[src/rtl/sljx_pkg.sv]
package sljx_pkg;

  localparam int unsigned BUFFER_BYTES_DEFAULT = 512;
  localparam int unsigned FRAME_OVERHEAD       = 6;
  localparam int unsigned FRAME_LEN_W          = 10;
  localparam int unsigned CFG_IDX_W            = 2;
  localparam int unsigned CFG_DATA_W           = 8;

  localparam logic [7:0] SYNC_FIRST  = 8'hEF;
  localparam logic [7:0] SYNC_SECOND = 8'hAA;

  localparam logic [7:0] SUCCESS_CODE_RESET    = 8'd0;
  localparam logic [7:0] ENROLL_ID_RESET       = 8'd29;
  localparam logic [7:0] VERIFY_ID_RESET       = 8'd18;
  localparam logic [7:0] LIST_USERS_ID_RESET   = 8'd36;

  typedef enum logic [CFG_IDX_W-1:0] {
    CFG_SUCCESS_CODE  = 2'd0,
    CFG_ENROLL_ID     = 2'd1,
    CFG_VERIFY_ID     = 2'd2,
    CFG_LIST_USERS_ID = 2'd3
  } cfg_idx_e;

  typedef enum logic [2:0] {
    ST_OK            = 3'd0,
    ST_TOO_SHORT     = 3'd1,
    ST_BAD_SYNC      = 3'd2,
    ST_SIZE_MISMATCH = 3'd3,
    ST_PARITY_FAIL   = 3'd4
  } status_e;

  typedef enum logic [1:0] {
    KIND_OTHER      = 2'd0,
    KIND_ENROLL     = 2'd1,
    KIND_VERIFY     = 2'd2,
    KIND_LIST_USERS = 2'd3
  } kind_e;

  typedef struct packed {
    logic [7:0] success_code;
    logic [7:0] enroll_id;
    logic [7:0] verify_id;
    logic [7:0] list_users_id;
  } cfg_t;

  typedef struct packed {
    status_e                status;
    kind_e                  kind;
    logic [7:0]             result_code;
    logic                   enroll_ok;
    logic                   unlock;
    logic [7:0]             user_count;
    logic [FRAME_LEN_W-1:0] frame_length;
  } res_t;

endpackage

[src/rtl/sljx_frame.sv]
module sljx_frame
  import sljx_pkg::*;
#(
  parameter int unsigned BUFFER_BYTES = BUFFER_BYTES_DEFAULT
) (
  input  logic       clk_i,
  input  logic       rst_ni,
  input  logic       fire_i,
  input  logic       operation_i,
  input  logic [7:0] rx_byte_i,
  input  cfg_t       cfg_i,
  output logic       res_valid_o,
  output res_t       res_o
);

  localparam int unsigned CntW = $clog2(BUFFER_BYTES + 1);
  localparam int unsigned SumW = (CntW > 17) ? CntW + 1 : 18;

  logic [CntW-1:0] byte_count_q, byte_count_d;
  logic [7:0]      parity_q, parity_d;
  logic [7:0]      sync_first_q, sync_second_q, size_high_q, size_low_q;
  logic [7:0]      reply_id_q, result_q, count_byte_q, users_q, users_d;

  logic            take;
  logic            close;
  logic [SumW-1:0] size_sum;
  status_e         status;
  kind_e           kind;
  logic            enroll_ok, unlock;

  assign close = fire_i && operation_i;
  // bytes past the buffer are dropped, not counted and not in the parity
  assign take  = fire_i && !operation_i && (byte_count_q < CntW'(BUFFER_BYTES));

  assign size_sum = SumW'({size_high_q, size_low_q}) + SumW'(FRAME_OVERHEAD);

  always_comb begin
    if (byte_count_q < CntW'(FRAME_OVERHEAD)) begin
      status = ST_TOO_SHORT;
    end else if (sync_first_q != SYNC_FIRST || sync_second_q != SYNC_SECOND) begin
      status = ST_BAD_SYNC;
    end else if (size_sum != SumW'(byte_count_q)) begin
      status = ST_SIZE_MISMATCH;
    end else if (parity_q != 8'd0) begin
      status = ST_PARITY_FAIL;
    end else begin
      status = ST_OK;
    end
  end

  always_comb begin
    kind      = KIND_OTHER;
    enroll_ok = 1'b0;
    unlock    = 1'b0;
    users_d   = users_q;
    if (status == ST_OK) begin
      if (reply_id_q == cfg_i.enroll_id) begin
        kind      = KIND_ENROLL;
        enroll_ok = (result_q == cfg_i.success_code);
      end else if (reply_id_q == cfg_i.verify_id) begin
        kind   = KIND_VERIFY;
        unlock = (result_q == cfg_i.success_code);
      end else if (reply_id_q == cfg_i.list_users_id) begin
        kind    = KIND_LIST_USERS;
        users_d = count_byte_q;
      end
    end
  end

  always_comb begin
    byte_count_d = byte_count_q;
    parity_d     = parity_q;
    if (close) begin
      byte_count_d = '0;
      parity_d     = 8'd0;
    end else if (take) begin
      byte_count_d = byte_count_q + CntW'(1);
      if (byte_count_q >= CntW'(2)) begin
        parity_d = parity_q ^ rx_byte_i;
      end
    end
  end

  always_ff @(posedge clk_i or negedge rst_ni) begin
    if (!rst_ni) begin
      byte_count_q  <= '0;
      parity_q      <= 8'd0;
      sync_first_q  <= 8'd0;
      sync_second_q <= 8'd0;
      size_high_q   <= 8'd0;
      size_low_q    <= 8'd0;
      reply_id_q    <= 8'd0;
      result_q      <= 8'd0;
      count_byte_q  <= 8'd0;
      users_q       <= 8'd0;
    end else begin
      byte_count_q <= byte_count_d;
      parity_q     <= parity_d;
      if (close) begin
        users_q <= users_d;
      end
      if (take) begin
        case (byte_count_q)
          CntW'(0): sync_first_q  <= rx_byte_i;
          CntW'(1): sync_second_q <= rx_byte_i;
          CntW'(3): size_high_q   <= rx_byte_i;
          CntW'(4): size_low_q    <= rx_byte_i;
          CntW'(5): reply_id_q    <= rx_byte_i;
          CntW'(6): result_q      <= rx_byte_i;
          CntW'(7): count_byte_q  <= rx_byte_i;
          default: ;
        endcase
      end
    end
  end

  assign res_valid_o        = close;
  assign res_o.status       = status;
  assign res_o.kind         = kind;
  assign res_o.result_code  = result_q;
  assign res_o.enroll_ok    = enroll_ok;
  assign res_o.unlock       = unlock;
  assign res_o.user_count   = users_d;
  assign res_o.frame_length = FRAME_LEN_W'(byte_count_q);

endmodule

[config.mk]
export PLATFORM = sky130hd
export DESIGN_NAME = sljx_frame
export DESIGN_NICKNAME = d
export VERILOG_FILES = /design/src/rtl/sljx_pkg.sv /design/src/rtl/sljx_frame.sv
export SDC_FILE = /design/constraint.sdc
export NUM_CORES = 1
export LEC_CHECK = 0
export BUFFER_PORTS_ARGS = -buffer_cell sky130_fd_sc_hd__buf_2
export CAP_MARGIN = 30
export CORE_ASPECT_RATIO = 0.7
export CORE_MARGIN = 10
export CORE_UTILIZATION = 56
export DETAILED_ROUTE_END_ITERATION = 8
export GPL_ROUTABILITY_DRIVEN = 0
export PLACE_DENSITY = 0.92
export SETUP_SLACK_MARGIN = 0.15
export SLEW_MARGIN = 20
export SYNTH_ARGS = -nofsm -noshare
export SYNTH_HDL_FRONTEND = slang
export SYNTH_SLANG_ARGS = --single-unit
[constraint.sdc]
create_clock -name clk_i -period 3.35 [get_ports clk_i]
set_clock_uncertainty 0.1 [all_clocks]
set_input_delay 0.1675 -clock clk_i [delete_from_list [all_inputs] [get_ports clk_i]]
set_output_delay 0.1675 -clock clk_i [all_outputs]
set_load 0.02 [all_outputs]
==> impl_metrics.toml <==
[final_layout]
fillers = 472
final_area_sq_mm = 0.00566
antenna_cells = 0
layout-drive-gt1-share_pct = 45.8
layout_commonest_cell = "dfrtp_1"
area_growth_pct = 27.0
layout_common_cells = "76 x dfrtp_1, 72 x mux2_2, 68 x buf_2"
final_nets = 550

[timing]
hold_slack_ps = 131
hold_viol_final = 0
tns_ps = 0
finalCritPeriodShare_pct = 98.8
setup_viol = 0
worstMarginPinSlew_ps = 525
min_period_ps = 3310
fmax_mhz = 302
rsz0062_at_grt = "yes"
slew_headroom_pct = 64.6
maxSlewViolCount = 0

[run]
maxCapViolations = 0

[floorplan]
coreArea_sq_mm = 0.00780
dieArea_sq_mm = 0.0120
io_pins = 78
start_util_pct = 57.1
die_h_microns = 94.7
dieWidth_microns = 127
row_count = 27

[clocking]
cts_tree = "done"
cts_buffers = 9
cts.clk_slew.worst_paths_ps = 60
cts_buffer_depth = 2
clk_latency_ps = 350
clock-sinks = 82
root_buffer = "clkbuf_16"
htree_levels = 3

[global_routing]
grt_pass1_vias = 3823
track_usage_pct = 20.8
grt_pass1_wl_microns = 20000
antenna_found_initial = 0
grt_max_degree = 45
overflow = 0

[synthesis]
yosys-top-cells-area = "dfrtp_1 46%, mux2_2 18%, xor2_1 10%"
ys_async_sr_fraction_pct = 100
synthCells = 396
yosysTopAreaCell = "dfrtp_1"
synth_warnings = 0
ys_seq_area_share_pct = 46.0
synth_area_sq_mm = 0.00446
synthFlopType = "dfrtp_1"
avgSynthCellArea_sq_um = 11.3
synth_top_cell_area_share_pct = 46.0
syn-num-nets = 444
synth.distinct_cells = 49
synth-edff-count = 0
synth-seq-cells = 82

[critical_path]
crit_start = "size_low_q[2]"
endpoint_kind = "output pin"
critPathKind = "reg -> out"
required_ps = 3080
cp-endpoint = "res_o[18]"
arrival_ps = 3040
crit_fanout = 4
critPathLaunchType = "register"
rr_startpoint = "size_low_q[2]"
worst-r2r-cell-count = 9
r2r-end = "users_q[2]"
reg2reg_slack_ps = 340

[routing]
drc = 0
firstDrtPassIters = 8
drt_iter0_drc = 410
vias = 3825
wl_per_cell_microns = 22.9
finalWirelength_microns = 13900
ant_nets = 0
drt-vias-per-instance = 6.29

[power_and_ir_drop]
p_leak_nw = 2.80
powerDensity_mw_per_mm2 = 596
vdd_drop_max_mv = 0.318

[status]
outcome = "complete, no violations"

[worst_hold_path]
min_path_type = "in -> reg"

[placement]
hpwl_microns = 8420
port-buffer-count = 77
post_dp_cell_area_sq_mm = 0.00498
-- cells by family (layout without fill, tap and decap cells) --
family | Yosys count | after routing | share of synthesized area (%)
simple gates | 125 | 125 | 16.2
flops | 82 | 82 | 46.0
mux | 72 | 72 | 18.2
xor+xnor | 60 | 60 | 11.8
compound gates | 31 | 31 | 4.69
buf+inv | 22 | 133 | 2.02
fa+ha+maj | 4 | 4 | 1.12
-- state kept, by name (all words and copies together) (netlist names) --
register	count
users_q	8
sync_second_q	8
size_high_q	8
count_byte_q	8
size_low_q	8
byte_count_q	10
parity_q	8
reply_id_q	8
sync_first_q	8
result_q	8
-- where the power goes --
part / total (mW) / switching, mW / internal, mW
Combinational: 0.957 / 0.474 / 0.483
Clock: 0.998 / 0.417 / 0.580
Sequential: 1.42 / 0.229 / 1.19
-- worst max-delay path, cell delays in order (launching register included) --
cell      delay (ps)
dfrtp_1          400
buf_4            160
nor2_1           380
xor2_1           200
a31o_2           220
nand4_1          170
or4_4            580
nand2b_4         190
nor4b_4          220
buf_4            180
-- routing by layer --
layer | vias to the layer above | track usage (%) | part of all wire, %
li1 | 1623 | - | -
met1 | 1856 | 24.8 | 38
met2 | 274 | 33.7 | 48
met3 | 72 | 6.83 | 9.9
met4 | 0 | 10.2 | 4.1
met5 | - | 0 | 0
-- through the flow --
stage	setup slack (ps)	total power [mW]	utilization (%)	instances
2_1_floorplan	316	1.86	-	396
3_3_place_gp	298	2.03	63.6	569
3_5_place_dp	197	2.08	63.9	570
4_1_cts	151	3.13	69.2	593
5_1_grt	-79.7	3.49	72.6	608
6_report	40.5	3.38	72.6	608
-- Yosys cell counts (3+ instances only) --
master / count
and3_1: 4
xor2_1: 52
dfrtp_1: 82
nand2_1: 29
clkbuf_1: 8
a21oi_1: 6
or3_1: 6
nor3_1: 9
xnor2_1: 8
nor4bb_1: 3
nand3_1: 10
o21ai_0: 8
mux2_2: 72
inv_1: 12
nor2_1: 24
nand4_1: 8
nor4_1: 10
ha_1: 4
-- final cells by class --
type | count | area [sq um] | share of cell area, %
clock buffers | 10 | 229 | 4.04
multi-input cells | 292 | 2480 | 43.8
repair buffers | 105 | 656 | 11.6
well taps | 101 | 126 | 2.23
flip-flops and latches | 82 | 2060 | 36.4
clock inverters | 6 | 65.1 | 1.15
inverters | 12 | 45.0 | 0.796
-- worst min path at each step --
stage	start	end	slack (ps)	cells after the start
2_1_floorplan	rst_ni	byte_count_q[0]	-230	0
3_3_place_gp	rst_ni	size_high_q[1]	290	1
3_5_place_dp	rst_ni	byte_count_q[3]	80	1
4_1_cts	rx_byte_i[6]	sync_first_q[6]	130	2
5_1_grt	rx_byte_i[6]	size_low_q[6]	130	2
6_report	rx_byte_i[6]	sync_first_q[6]	130	2
-- timing repair --
item / 4_1_cts / 5_1_grt
resized for setup: 17 / 35
hold buffers: 1 / 0
buffers inserted: 6 / 15
pin swaps: 3 / 14
hold endpoints to repair: 38 / 0
endpoints found under the setup margin: 13 / 13
(Power assumes the default switching activity.)
